**src/rtl/core/text_range_sort_merge_macros.svh**
```systemverilog
// ----------------------------------------------------------------------------
// text_range_sort_merge_macros : assertion macros for the range sort block
// Shared property forms, clocked on clk and disabled while arst_n is low.
// ----------------------------------------------------------------------------
`ifndef TEXT_RANGE_SORT_MERGE_MACROS_SVH
`define TEXT_RANGE_SORT_MERGE_MACROS_SVH

// same-cycle implication
`define TRS_ASSERT_NOW(label, ante, cons, msg) \
	label: assert property (@(posedge clk) disable iff (!arst_n) (ante) |-> (cons)) \
		else $error(msg);

// next-cycle implication
`define TRS_ASSERT_NEXT(label, ante, cons, msg) \
	label: assert property (@(posedge clk) disable iff (!arst_n) (ante) |=> (cons)) \
		else $error(msg);

`endif

```
**src/rtl/core/trs_pkg.sv**
```systemverilog
// ----------------------------------------------------------------------------
// trs_pkg : shared types and helpers for the text range sort/merge block
// Position and range types, item structs, control struct and compare functions.
// ----------------------------------------------------------------------------
package trs_pkg;

	localparam int MAX_RANGES = 64;
	localparam int LINE_BITS  = 24;
	localparam int COL_BITS   = 16;
	localparam int POS_BITS   = LINE_BITS + COL_BITS;
	localparam int CNT_BITS   = $clog2(MAX_RANGES + 1);

	typedef logic [POS_BITS-1:0] pos_t;
	typedef logic [CNT_BITS-1:0] cnt_t;

	typedef struct packed {
		pos_t s;
		pos_t e;
	} rng_t;

	typedef struct packed {
		logic [LINE_BITS-1:0] start_line;
		logic [COL_BITS-1:0]  start_col;
		logic [LINE_BITS-1:0] end_line;
		logic [COL_BITS-1:0]  end_col;
		logic                 last_in;
	} in_item_t;

	typedef struct packed {
		logic [LINE_BITS-1:0] out_start_line;
		logic [COL_BITS-1:0]  out_start_col;
		logic [LINE_BITS-1:0] out_end_line;
		logic [COL_BITS-1:0]  out_end_col;
		logic                 last_out;
		logic                 any_merged;
		logic                 overflow;
	} out_item_t;

	// control broadcast along the row of cells
	typedef struct packed {
		logic ins;
		logic shift;
		logic app;
		logic presorted;
	} cell_ctl_t;

	typedef enum logic [1:0] {
		ST_LOAD,
		ST_MERGE,
		ST_FLUSH,
		ST_EMIT
	} state_t;

	function automatic logic range_less(input rng_t a, input rng_t b);
		if (a.s != b.s)
			return a.s < b.s;
		return a.e < b.e;
	endfunction

	function automatic logic absorbs(input rng_t c, input rng_t b);
		logic inter, holds, held;
		inter = (b.s <= c.e) && (b.e >= c.s);
		holds = (b.s >= c.s) && (b.e <= c.e);
		held  = (c.s >= b.s) && (c.e <= b.e);
		return inter || holds || held;
	endfunction

endpackage

```
**src/rtl/core/trs_cell.sv**
```systemverilog
// ----------------------------------------------------------------------------
// trs_cell : one slot of the range row
// Holds one range; inserts in sorted order, shifts left, or takes an append.
// ----------------------------------------------------------------------------
module trs_cell import trs_pkg::*; (
	input  logic      clk,
	input  logic      arst_n,
	input  cell_ctl_t ctl,
	input  rng_t      new_rng,
	input  logic      first,
	input  logic      left_valid,
	input  logic      left_gt,
	input  rng_t      left_rng,
	input  logic      right_valid,
	input  rng_t      right_rng,
	output rng_t      rng,
	output logic      valid,
	output logic      gt
);

	rng_t rng_q;
	logic valid_q;
	rng_t rng_d;
	logic valid_d;

	// new item sorts ahead of what this cell holds
	assign gt = valid_q && !ctl.presorted && range_less(new_rng, rng_q);

	always_comb begin
		rng_d   = rng_q;
		valid_d = valid_q;
		if (ctl.ins) begin
			if (left_gt) begin
				rng_d   = left_rng;
				valid_d = 1'b1;
			end else if (gt || (!valid_q && (first || left_valid))) begin
				rng_d   = new_rng;
				valid_d = 1'b1;
			end
		end else if (ctl.shift) begin
			rng_d   = right_rng;
			valid_d = right_valid;
			if (ctl.app && !right_valid && (first || valid_q)) begin
				rng_d   = new_rng;
				valid_d = 1'b1;
			end
		end else if (ctl.app && !valid_q && (first || left_valid)) begin
			rng_d   = new_rng;
			valid_d = 1'b1;
		end
	end

	always_ff @(posedge clk or negedge arst_n) begin
		if (!arst_n) begin
			valid_q <= 1'b0;
		end else begin
			valid_q <= valid_d;
		end
	end

	always_ff @(posedge clk) begin
		rng_q <= rng_d;
	end

	assign rng   = rng_q;
	assign valid = valid_q;

endmodule

```
**config.mk**
```make
export PLATFORM = sky130hd
export DESIGN_NAME = trs_cell
export DESIGN_NICKNAME = d
export VERILOG_FILES = /design/src/rtl/core/text_range_sort_merge_macros.svh /design/src/rtl/core/trs_pkg.sv /design/src/rtl/core/trs_cell.sv
export SDC_FILE = /design/constraint.sdc
export NUM_CORES = 1
export LEC_CHECK = 0
export BUFFER_PORTS_ARGS = -buffer_cell sky130_fd_sc_hd__buf_2
export CORE_AREA = 2 2 128 130
export CTS_CLUSTER_DIAMETER = 200
export CTS_CLUSTER_SIZE = 40
export DETAILED_ROUTE_END_ITERATION = 16
export DIE_AREA = 0 0 130 132
export GPL_ROUTABILITY_DRIVEN = 0
export PLACE_DENSITY = 0.77
export SYNTH_ARGS = -nofsm -noshare
export SYNTH_HDL_FRONTEND = slang
export SYNTH_SLANG_ARGS = --single-unit
```
**constraint.sdc**
```tcl
create_clock -name clk -period 8.2 [get_ports clk]
set_input_delay 1.64 -clock clk [delete_from_list [all_inputs] [get_ports clk]]
set_output_delay 1.64 -clock clk [all_outputs]
set_load 0.005 [all_outputs]
```
==> impl_summary.log, run 1 <==
[metrics] result of the run: finished clean
[metrics] hold violation count in the final report: 0
[metrics] crit path kind: primary input to output port
[metrics] crit path from: new_rng[78]
[metrics] number of port buffers: roughly 330
[metrics] post-detailed-placement cell area: just under 9000 sq um
[metrics] Core Util, Final: 0.580
[metrics] clock tree from TritonCTS: yes
[metrics] EDFF count, synth: 80
[metrics] max-cap viol count: 0
[metrics] vias per cell: roughly 5.4
[metrics] post-synthesis to final-layout area growth: 30.5%
[metrics] postcts setup bufs: 0
[metrics] most used flip-flop cell after synthesis: edfxtp_1
[metrics] hold-fix buffer count after cts: 0
[metrics] reported leakage power: 0.00452 uW
[metrics] Worst R2R Start: rng[78]$_DFFE_PP_
[metrics] total negative slack for setup checks: 0 ns
[metrics] largest area contributor in the netlist: edfxtp_1
[metrics] measured slew at the worst slew-check pin: roughly 1.0 ns
[metrics] Syn Std Cell Area: approximately 7000 sq um
[metrics] initial antenna violation count: 0
[metrics] post-route worst setup slack: approximately 2.5 ns
[metrics] combinational family with the most area after synthesis: compound AO/OA/AOI/OAI gates
[metrics] multiplexer fraction of the synthesized cell area: 0.113
[metrics] number of global-route vias before repair: 6614
[metrics] synthesized-area fraction occupied by ao, oa, aoi and oai cells: 0.204
[metrics] synthesis-stage register bit count: a little over 80
[metrics] clock root cell: clkbuf_16
[metrics] half-perimeter wire length of the detailed placement result: 16400 um
[metrics] aggregate global-route resource usage: 0.243
[metrics] ant diodes: 0
[metrics] achievable frequency: around 180 MHz
[metrics] area share of the largest cell type after synthesis: 0.344
[metrics] Required @ worst endpoint: around 6.6 ns
[metrics] placeable core region: roughly 16000 sq um
[metrics] synthesized area per cell: roughly 9.4 sq um
[metrics] post-layout net count: between 1k and 1.5k
[metrics] pins over their slew limit: 0
[metrics] share of async-settable or async-resettable flops after synthesis: 0.0123
[metrics] Final Cycle Share: 0.693
[metrics] H-tree depth: 3
[metrics] data arrival time of the critical path: 4.04 ns
[metrics] sequential cell area fraction in the yosys report: 0.347
[metrics] relative slew slack: 0.306
[metrics] clock latency of the later-clocked register in the worst-skew pair: around 0.34 ns
[metrics] DP Worst Slack: roughly 2.5 ns
[metrics] die span in x: about 130 um
[metrics] vertical die dimension: between 100 and 150 um
[metrics] routed wire length per instance: about 17 um
[metrics] global route overflow: 0
[metrics] critical-path cell list: buf_2, ha_1, a21oi_1, nand2_1, a22o_1, a2111oi_0, nand3_1, a21oi_2, buf_2
[metrics] most used cell along the critical path: buf_2
[metrics] number of resized instances in the post-cts repair step: 0
[metrics] drt first-iter violations: around 310
[metrics] cell at the slowest stage of the critical path: a2111oi_0
[metrics] number of buffers created by CTS: 9
[metrics] unrepaired setup endpoints after global routing: false
[metrics] number of detailed-routing iterations run before antenna repair: 4
[metrics] number of library cell types mapped by synthesis: between 40 and 50
[metrics] Residual DRC: 0
[metrics] critical hold path startpoint: valid$_DFFE_PN0P_
[metrics] most frequent cells after synthesis: a21oi_1, inv_1, a211oi_1
[metrics] PwrDens: 155 nW/um^2
[metrics] initial cell density of the core: 0.445
[metrics] share of final-layout standard cells stronger than drive strength 1: 0.342
[metrics] final worst clock skew: around 0.0076 ns
[metrics] total clock sinks: 81
[metrics] final setup vio count: 0
[metrics] vias: ~6.9k
[metrics] critical path's top delay family: compound AO/OA/AOI/OAI gates
[metrics] critical path fanouts, max: 3
[metrics] xor/xnor cell area share of the yosys netlist: 0
[metrics] number of standard cells after synthesis: around 750
[metrics] VDD IR-drop max: roughly 0.084 mV
[metrics] post-synthesis share of cell area spent on and, or, nand and nor gates: 0.125
[metrics] count of nets left with antenna violations after detail routing: 0
[metrics] register clock-pin slew on the reported worst setup and hold paths: roughly 0.060 ns
[metrics] count of buffer and inverter cells on the critical path: 2
[metrics] deepest clock path buffer count: 2
[metrics] class of the tightest hold or removal check: register to register
[metrics] cell area after layout: 9120 sq um
[metrics] worst hold slack across all endpoints: between 0.6 and 0.7 ns
[metrics] aggregate routed wire length: ~21000 um
[metrics] adder and majority gate portion of the synthesized area: 0.141
[metrics] cells taking the most area after synthesis: edfxtp_1, ha_1, mux2i_1, a211oi_1, a21oi_1
[metrics] post-layout min period: ~5.7 ns
[metrics] global-route wire length before repair: 32900 um
[metrics] die outline area: ~17000 sq um
[metrics] warnings from Yosys: 0
[metrics] category of the worst setup path capture point: output port
[metrics] Row Count: 46
[metrics] slowest stage delay, CP: a little over 0.8 ns
[metrics] number of I/O pins: about 330
[metrics] largest net degree at the start of global routing: 100
[metrics] nets in the synthesized netlist: 1075
[metrics] most common cell in the synthesized netlist: a21oi_1
[metrics] nature of the critical path startpoint: primary input
[registers in the layout, indices dropped and copies added, names as in the netlist]
| signal | cells |
|---|---|
| valid | 1 |
| rng | 80 |
[worst min-delay path, delay by kind of cell (launching register included)]
family	cells	cell delay, ns
flip-flops	1	0.42
AO/OA/AOI/OAI	1	0.06
buffers and inverters	1	0.08
[logic make-up after synthesis]
family | count (synthesis)
AOI/OAI and AO/OA | 228
and+or+nand+nor | 151
buffers and inverters | 128
DFF | 81
muxes | 79
adders and majority gates | 79
[report_power, final]
group / switching, uW / internal (uW) / leakage [uW] / total [uW]
Clock: 162 / 261 / 0.000146 / 423
Sequential: 26.2 / 526 / 0.000805 / 552
Combinational: 242 / 200 / 0.00357 / 442
Total: 431 / 987 / 0.00452 / 1420
[cells in the final DEF (no fill, tap or decap), types with 2 or more instances in the layout]
| cell | netlist | layout |
|---|---|---|
| a21o_1 | 4 | 4 |
| buf_2 | 1 | 329 |
| nand4_1 | 14 | 14 |
| a211oi_1 | 83 | 83 |
| edfxtp_1 | 80 | 80 |
| clkbuf_16 | 0 | 9 |
| and2_1 | 79 | 78 |
| clkinv_1 | 0 | 2 |
| a21oi_1 | 109 | 109 |
| nor2_1 | 11 | 11 |
| bufinv_16 | 0 | 2 |
| nand3_1 | 9 | 9 |
| nand2_1 | 22 | 21 |
| nor3_1 | 2 | 2 |
| o21ai_0 | 13 | 13 |
| inv_1 | 84 | 84 |
| buf_4 | 0 | 8 |
| o211ai_1 | 3 | 3 |
| or4_4 | 2 | 2 |
| mux2i_1 | 79 | 79 |
| ha_1 | 79 | 79 |
| nand2b_1 | 2 | 2 |
[final timing paths]
path	slack (ns)	depth (start not counted)	endpoint
worst max-delay path	2.52	9	gt
min in group asynchronous	1.07	1	valid$_DFFE_PN0P_
worst min register to register	0.60	2	valid$_DFFE_PN0P_
worst min-delay path	0.60	2	valid$_DFFE_PN0P_
max in group asynchronous	7.05	1	valid$_DFFE_PN0P_
worst max register to register	4.68	9	rng[67]$_DFFE_PP_
[layout make-up]
cell class,instances,area (sq um)
Timing Repair Buffer,337,1710
Multi-Input combinational cell,537,4100
Fill cell,1396,6590
Clock buffer,9,225
Clock inverter,5,72.6
Tap cell,216,270
Sequential cell,81,2430
Inverter,84,315
[stage by stage]
step / power (uW) / instances
floorplan: 811 / 746
global placement: 992 / 1255
detailed placement: 1000 / 1255
CTS: 1430 / 1269
global route: 1500 / 1269
finish: 1420 / 1269
[per-layer routing]
metal	share of wire	vias up	GRT usage
li1	-	3381	-
met1	0.40	3180	0.288
met2	0.50	295	0.430
met3	0.077	37	0.0519
met4	0.024	0	0.0842
met5	0	-	0
Power figures use the tool's default switching activity.
==> run 2: changes to the inputs <==
--- a/config.mk
+++ b/config.mk
@@ -6,13 +6,13 @@
 export NUM_CORES = 1
 export LEC_CHECK = 0
 export BUFFER_PORTS_ARGS = -buffer_cell sky130_fd_sc_hd__buf_2
-export CORE_AREA = 2 2 128 130
+export CORE_MARGIN = 2
+export CORE_UTILIZATION = 43
 export CTS_CLUSTER_DIAMETER = 200
 export CTS_CLUSTER_SIZE = 40
 export DETAILED_ROUTE_END_ITERATION = 16
-export DIE_AREA = 0 0 130 132
 export GPL_ROUTABILITY_DRIVEN = 0
-export PLACE_DENSITY = 0.77
+export PLACE_DENSITY = 0.78
 export SYNTH_ARGS = -nofsm -noshare
 export SYNTH_HDL_FRONTEND = slang
 export SYNTH_SLANG_ARGS = --single-unit
==> constraint.sdc (replaced) <==
create_clock -name clk -period 4.92 [get_ports clk]
set_input_delay 0.984 -clock clk [delete_from_list [all_inputs] [get_ports clk]]
set_output_delay 0.984 -clock clk [all_outputs]
set_load 0.005 [all_outputs]
==> impl_summary.log, run 2 (synthesized netlist as in run 1, its figures left out) <==
[metrics] max-cap viol count: 0 (unchanged)
[metrics] placeable core region: 15900 sq um (+1.1%)
[metrics] number of global-route vias before repair: 6592 (-0.33%)
[metrics] VDD IR-drop max: 0.166 mV (+97%)
[metrics] die outline area: 17300 sq um (+0.77%)
[metrics] aggregate routed wire length: 21600 um (+1.5%)
[metrics] measured slew at the worst slew-check pin: 0.906 ns (-0.136 ns)
[metrics] clock root cell: clkbuf_16
[metrics] initial antenna violation count: 2 (+2)
[metrics] hold-fix buffer count after cts: 0 (unchanged)
[metrics] pins over their slew limit: 0 (unchanged)
[metrics] deepest clock path buffer count: 2 (unchanged)
[metrics] cell count of the worst reg-to-reg path: 10 (+1)
[metrics] total negative slack for setup checks: 0 ns (unchanged)
[metrics] largest net degree at the start of global routing: 68 (-32%)
[metrics] power share of the sequential group: 0.406 (+0.016)
[metrics] number of flip-flops in the largest register: 80 (unchanged)
[metrics] initial cell density of the core: 0.440 (-0.00484)
[metrics] clock tree from TritonCTS: yes
[metrics] relative contribution of combinational cells to total power: 0.328 (+0.016)
[metrics] hold violation count in the final report: 0 (unchanged)
[metrics] drt first-iter violations: 289 (-6.2%)
[metrics] achievable frequency: approximately 240 MHz
[metrics] Tot Pwr: 2270 uW (+60%)
[metrics] crit path kind: primary input to output port
[metrics] most common cell after layout, fill and taps aside: buf_2
[metrics] vias: 6812 (-1.2%)
[metrics] result of the run: finished clean
[metrics] critical path's top delay family: compound AO/OA/AOI/OAI gates
[metrics] count of buffer and inverter cells on the critical path: 3 (+1)
[metrics] cell at the slowest stage of the critical path: a2111oi_0
[metrics] postcts setup bufs: 0 (unchanged)
[metrics] Internal Power: 1550 uW (+57%)
[metrics] half-perimeter wire length of the detailed placement result: 16500 um (+0.68%)
[metrics] relative slew slack: 0.396 (+0.0903)
[metrics] critical path fanouts, max: 3 (unchanged)
[metrics] PwrDens: 248 nW/um^2 (+60%)
[metrics] critical-path cell list: buf_2, ha_1, a21oi_1, nand2_1, a22o_1, a2111oi_0, buf_4, nand3_1, a21oi_2, buf_2
[metrics] number of port buffers: 331 (unchanged)
[metrics] Row Count: 46 (unchanged)
[metrics] final worst clock skew: 0.00832 ns (+0.000758 ns)
[metrics] die span in x: 132 um (+1.2%)
[metrics] share of final-layout standard cells stronger than drive strength 1: 0.342 (about the same)
[metrics] aggregate global-route resource usage: 0.242 (-0.00143)
[metrics] number of detailed-routing iterations run before antenna repair: 4 (unchanged)
[metrics] count of nets left with antenna violations after detail routing: 0 (unchanged)
[metrics] most used cell along the critical path: buf_2
[metrics] slowest stage delay, CP: 0.59 ns (-0.24 ns)
[metrics] clock latency of the later-clocked register in the worst-skew pair: 0.34 ns (about the same)
[metrics] category of the worst setup path capture point: output port
[metrics] post-synthesis to final-layout area growth: 30.5% (unchanged)
[metrics] Final Cycle Share: 0.833
[metrics] register clock-pin slew on the reported worst setup and hold paths: 0.06 ns (about the same)
[metrics] H-tree depth: 3 (unchanged)
[metrics] unrepaired setup endpoints after global routing: false
[metrics] class of the tightest hold or removal check: primary input to async pin
[metrics] total clock sinks: 81 (unchanged)
[metrics] post-layout min period: just over 4 ns
[metrics] nature of the critical path startpoint: primary input
[metrics] number of buffers created by CTS: 9 (unchanged)
[metrics] number of I/O pins: 332 (unchanged)
[metrics] logic depth of the worst setup path including buffers: 10 (+1)
[metrics] reported leakage power: 0.00452 uW (about the same)
[metrics] vias per cell: 5.35 (-1.6%)
[metrics] Fillers: 1488 (+6.6%)
[metrics] global route overflow: 0 (unchanged)
[metrics] commonest cells after routing, fill and taps aside: buf_2, a21oi_1, inv_1
[metrics] Residual DRC: 0 (unchanged)
[metrics] data arrival time of the critical path: 3.11 ns (-0.93 ns)
[metrics] worst hold slack across all endpoints: 0.415 ns (-0.187 ns)
[metrics] switching share of power: 0.315 (+0.0107)
[metrics] global-route wire length before repair: 33700 um (+2.2%)
[metrics] Required @ worst endpoint: 3.94 ns (-2.62 ns)
[metrics] final setup vio count: 0 (unchanged)
[metrics] clock power share: 0.266 (-0.032)
[metrics] post-layout net count: 1382 (+0.22%)
[metrics] vertical die dimension: 132 um (-0.38%)
[metrics] routed wire length per instance: 16.9 um (+1.1%)
[metrics] number of resized instances in the post-cts repair step: 0 (unchanged)
[metrics] Net Sw Power: 713 uW (+65%)
==> run 2: power by group through the flow <==
stage	combinational [uW]	clock (uW)	sequential [uW]
after detailed placement	743	0	934
final	743	602	920
after global placement	731	0	930
after global routing	835	644	931
after CTS	748	619	920
after floorplan	402	0	943
==> run 2: path summary, 6_finish.rpt <==
kind,startpoint,to,slack (ns)
setup / recovery,new_rng[78],gt,0.82
hold / removal,arst_n,valid$_DFFE_PN0P_,0.42
setup reg to reg,rng[78]$_DFFE_PP_,rng[78]$_DFFE_PP_,1.83
hold reg to reg,valid$_DFFE_PN0P_,valid$_DFFE_PN0P_,0.60
max in group asynchronous,arst_n,valid$_DFFE_PN0P_,4.42
min in group clk,valid$_DFFE_PN0P_,valid$_DFFE_PN0P_,0.60
==> run 2: layer usage <==
metal / up-vias / global-route usage / share of wire
met2: 263 / 0.431 / 0.50
li1: 3381 / - / -
met4: 0 / 0.0755 / 0.018
met5: - / 0 / 0
met1: 3144 / 0.290 / 0.41
met3: 24 / 0.0521 / 0.068
==> run 2: metrics by stage <==
stage / instances / instance area [sq um] / util / worst slack [ns]
after CTS: 1272 / 9110 / 0.574 / 0.730
after detailed placement: 1258 / 8870 / 0.558 / 0.751
after global routing: 1274 / 9120 / 0.574 / 0.646
after floorplan: 746 / 7010 / - / 0.748
final: 1274 / 9120 / 0.574 / 0.823
after global placement: 1258 / 8870 / 0.558 / 0.770
==> run 2: layout make-up <==
class	count	area [sq um]	share of cell area
tap	216	270	0.0296
clock buffer	13	240	0.0263
clock inverter	1	5.00	0.000549
inverter	84	315	0.0346
sequential	81	2430	0.266
multi-input combinational	537	4100	0.450
timing repair buffer	340	1750	0.192
antenna	2	5.00	0.000549
==> run 3: changes to the inputs <==
--- a/config.mk
+++ b/config.mk
@@ -5,6 +5,7 @@
 export SDC_FILE = /design/constraint.sdc
 export NUM_CORES = 1
 export LEC_CHECK = 0
+export ABC_AREA = 1
 export BUFFER_PORTS_ARGS = -buffer_cell sky130_fd_sc_hd__buf_2
 export CORE_MARGIN = 2
 export CORE_UTILIZATION = 43
==> constraint.sdc (replaced) <==
create_clock -name clk -period 3.4 [get_ports clk]
set_input_delay 0.68 -clock clk [delete_from_list [all_inputs] [get_ports clk]]
set_output_delay 0.68 -clock clk [all_outputs]
set_load 0.005 [all_outputs]
==> impl_summary.log, run 3 <==
[metrics] worst flop-to-flop path endpoint: rng[25]$_DFFE_PP_
[metrics] number of detailed-routing iterations run before antenna repair: 5 (+1)
[metrics] aggregate global-route resource usage: 0.272 (+0.0305)
[metrics] nature of the critical path startpoint: primary input
[metrics] final setup vio count: 0 (unchanged)
[metrics] number of I/O pins: 332 (unchanged)
[metrics] most frequent cells after synthesis: nor2_1, o21ai_0, inv_1
[metrics] register-to-register setup slack: 0.67 ns (-1.16 ns)
[metrics] number of port buffers: 331 (unchanged)
[metrics] initial antenna violation count: 2 (unchanged)
[metrics] deepest clock path buffer count: 2 (unchanged)
[metrics] hold-fix buffer count after cts: 0 (unchanged)
[metrics] number of buffers created by CTS: 9 (unchanged)
[metrics] warnings from Yosys: 0 (unchanged)
[metrics] Row Count: 46 (unchanged)
[metrics] initial cell density of the core: 0.436 (-0.00361)
[metrics] most common cell in the synthesized netlist: nor2_1
[metrics] Internal Power: 2380 uW (+53%)
[metrics] drt first-iter violations: 464 (+61%)
[metrics] result of the run: finished clean
[metrics] most used flip-flop cell after synthesis: edfxtp_1
[metrics] post-layout net count: 1548 (+12%)
[metrics] Required @ worst endpoint: 2.72 ns (-1.22 ns)
[metrics] die outline area: 17000 sq um (-1.8%)
[metrics] class of the tightest hold or removal check: primary input to async pin
[metrics] critical path's top delay family: simple AND/OR/NAND/NOR gates
[metrics] power share of the sequential group: 0.385 (-0.021)
[metrics] number of library cell types mapped by synthesis: 27 (-41%)
[metrics] vias: 7672 (+13%)
[metrics] Worst R2R Start: rng[33]$_DFFE_PP_
[metrics] global-route wire length before repair: 35600 um (+5.7%)
[metrics] number of standard cells after synthesis: 918 (+23%)
[metrics] clock tree from TritonCTS: yes
[metrics] H-tree depth: 3 (unchanged)
[metrics] half-perimeter wire length of the detailed placement result: 17400 um (+5.0%)
[metrics] synthesis-stage register bit count: 81 (unchanged)
[metrics] crit path from: new_rng[31]
[metrics] count of nets left with antenna violations after detail routing: 0 (unchanged)
[metrics] count of buffer and inverter cells on the critical path: 3 (unchanged)
[metrics] unrepaired setup endpoints after global routing: false
[metrics] nets in the synthesized netlist: 1247 (+16%)
[metrics] aggregate routed wire length: 23300 um (+8.3%)
[metrics] vertical die dimension: 130 um (-0.92%)
[metrics] cells taking the most area after synthesis: edfxtp_1, ha_1, o21ai_0, nor2_1, o22ai_1
[metrics] die span in x: 130 um (-0.92%)
[metrics] data arrival time of the critical path: 2.28 ns (-0.83 ns)
[metrics] category of the worst setup path capture point: output port
[metrics] relative slew slack: 0.473 (+0.0768)
[metrics] Tot Pwr: 3500 uW (+55%)
[metrics] measured slew at the worst slew-check pin: 0.791 ns (-0.115 ns)
[metrics] post-synthesis to final-layout area growth: 31.0%
[metrics] share of final-layout standard cells stronger than drive strength 1: 0.307 (-0.0344)
[metrics] relative contribution of combinational cells to total power: 0.323 (-0.005)
[metrics] placeable core region: 15700 sq um (-1.1%)
[metrics] area share of the largest cell type after synthesis: 0.350 (+0.00665)
[metrics] EDFF count, synth: 80 (unchanged)
[metrics] number of resized instances in the post-cts repair step: 0 (unchanged)
[metrics] synthesized area per cell: 7.47 sq um (-20%)
[metrics] clock root cell: clkbuf_16
[metrics] routed wire length per instance: 16.2 um (-4.2%)
[metrics] postcts setup bufs: 0 (unchanged)
[metrics] achievable frequency: 337 MHz
[metrics] most common cell after layout, fill and taps aside: buf_2
[metrics] endpoint of the worst setup timing path: gt
[metrics] total clock sinks: 81 (unchanged)
[metrics] largest net degree at the start of global routing: 81 (+19%)
[metrics] number of flip-flops in the largest register: 80 (unchanged)
[metrics] worst hold slack across all endpoints: 0.110 ns (-0.305 ns)
[metrics] slowest stage delay, CP: 0.29 ns (-0.30 ns)
[metrics] cell count of the worst reg-to-reg path: 14 (+4)
[metrics] reported leakage power: 0.00450 uW (-0.33%)
[metrics] cell at the slowest stage of the critical path: ha_1
[metrics] Net Sw Power: 1120 uW (+58%)
[metrics] max-cap viol count: 0 (unchanged)
[metrics] global route overflow: 0 (unchanged)
[metrics] Residual DRC: 0 (unchanged)
[metrics] pins over their slew limit: 0 (unchanged)
[metrics] PwrDens: 390 nW/um^2 (+57%)
[metrics] post-layout min period: ~3.0 ns
[metrics] switching share of power: 0.321 (+0.00588)
[metrics] critical-path cell list: buf_2, ha_1, nand2_1, nor2_1, nand2_1, nor2_2, nand2_1, nor2_1, nand2_1, nand3_1, nand2_1, nand3_2, inv_1, buf_2
[metrics] crit path kind: primary input to output port
[metrics] most used cell along the critical path: nand2_1
[metrics] logic depth of the worst setup path including buffers: 14 (+4)
[metrics] Final Cycle Share: 0.872
[metrics] total negative slack for setup checks: 0 ns (unchanged)
[metrics] critical path fanouts, max: 3 (unchanged)
[metrics] vias per cell: 5.33 (-0.36%)
[metrics] VDD IR-drop max: 0.247 mV (+49%)
[metrics] largest area contributor in the netlist: edfxtp_1
[metrics] clock power share: 0.292 (+0.026)
[metrics] register clock-pin slew on the reported worst setup and hold paths: 0.05 ns (about the same)
[metrics] hold violation count in the final report: 0 (unchanged)
[metrics] share of async-settable or async-resettable flops after synthesis: 0.0123 (unchanged)
[metrics] clock latency of the later-clocked register in the worst-skew pair: 0.34 ns (about the same)
[metrics] Syn Std Cell Area: 6860 sq um (-1.9%)
[metrics] final worst clock skew: 0.0101 ns (+0.00183 ns)
[metrics] sequential cell area fraction in the yosys report: 0.354 (+0.00672)
[metrics] number of global-route vias before repair: 7242 (+9.9%)
[metrics] commonest cells after routing, fill and taps aside: buf_2, nor2_1, o21ai_0
==> run 3: final cells by class <==
type / count / area [sq um]
Fill cell: 1478 / 6730
Multi-Input combinational cell: 674 / 3810
Sequential cell: 81 / 2430
Timing Repair Buffer: 340 / 1750
Inverter: 113 / 428
Tap cell: 216 / 270
Clock buffer: 10 / 229
Clock inverter: 5 / 71.3
Antenna cell: 1 / 2.50
==> run 3: worst min path at each step <==
stage / start / to / slack, ns / cells after the start
detailed placement: arst_n / valid$_DFFE_PN0P_ / 0.46 / 1
floorplan: arst_n / valid$_DFFE_PN0P_ / 0.38 / 0
global placement: arst_n / valid$_DFFE_PN0P_ / 0.46 / 1
global route: arst_n / valid$_DFFE_PN0P_ / 0.09 / 1
CTS: arst_n / valid$_DFFE_PN0P_ / 0.1 / 1
finish: arst_n / valid$_DFFE_PN0P_ / 0.11 / 1
==> run 3: logic make-up (layout without fill, tap and decap cells) <==
| family | after synthesis | in the layout | share of synthesized area |
|---|---|---|---|
| compound gates | 287 | 287 | 0.228 |
| fa+ha+maj | 79 | 79 | 0.144 |
| buf+inv | 163 | 468 | 0.0914 |
| flops | 81 | 81 | 0.354 |
| other cells | 0 | 1 | 0 |
| simple gates | 308 | 308 | 0.183 |
==> run 3: power groups by stage <==
| stage | logic [uW] | clock network [uW] | registers, uW |
|---|---|---|---|
| 4_1_cts | 1140 | 1040 | 1350 |
| 6_report | 1130 | 1020 | 1350 |
| 5_1_grt | 1290 | 1070 | 1360 |
| 3_5_place_dp | 1130 | 0 | 1370 |
| 2_1_floorplan | 609 | 0 | 1370 |
| 3_3_place_gp | 1100 | 0 | 1360 |
==> run 3: metrics by stage <==
stage	util	cells	setup WS (ns)	area, sq um
floorplan	-	918	0.0388	6860
global placement	0.552	1424	0.262	8680
detailed placement	0.552	1424	0.231	8680
CTS	0.572	1439	0.392	8980
global route	0.572	1440	0.214	8980
finish	0.572	1440	0.436	8980
==> run 3: per-layer routing <==
layer,part of all wire,up-vias,track usage
met5,0.00056,-,0
li1,-,3758,-
met2,0.50,413,0.496
met3,0.079,50,0.0435
met4,0.026,2,0.103
met1,0.40,3449,0.321
==> run 3: worst reg2reg max path, stage by stage (launching register included) <==
cell	delay (ns)
edfxtp_1	0.40
inv_1	0.07
ha_1	0.23
a21oi_1	0.15
o21ai_0	0.10
nand2_1	0.07
nand2_1	0.13
nor2_1	0.14
nand3_1	0.11
nand2_1	0.09
nand3_2	0.08
nand2_2	0.07
nand2_2	0.07
clkinvlp_4	0.07
buf_4	0.55
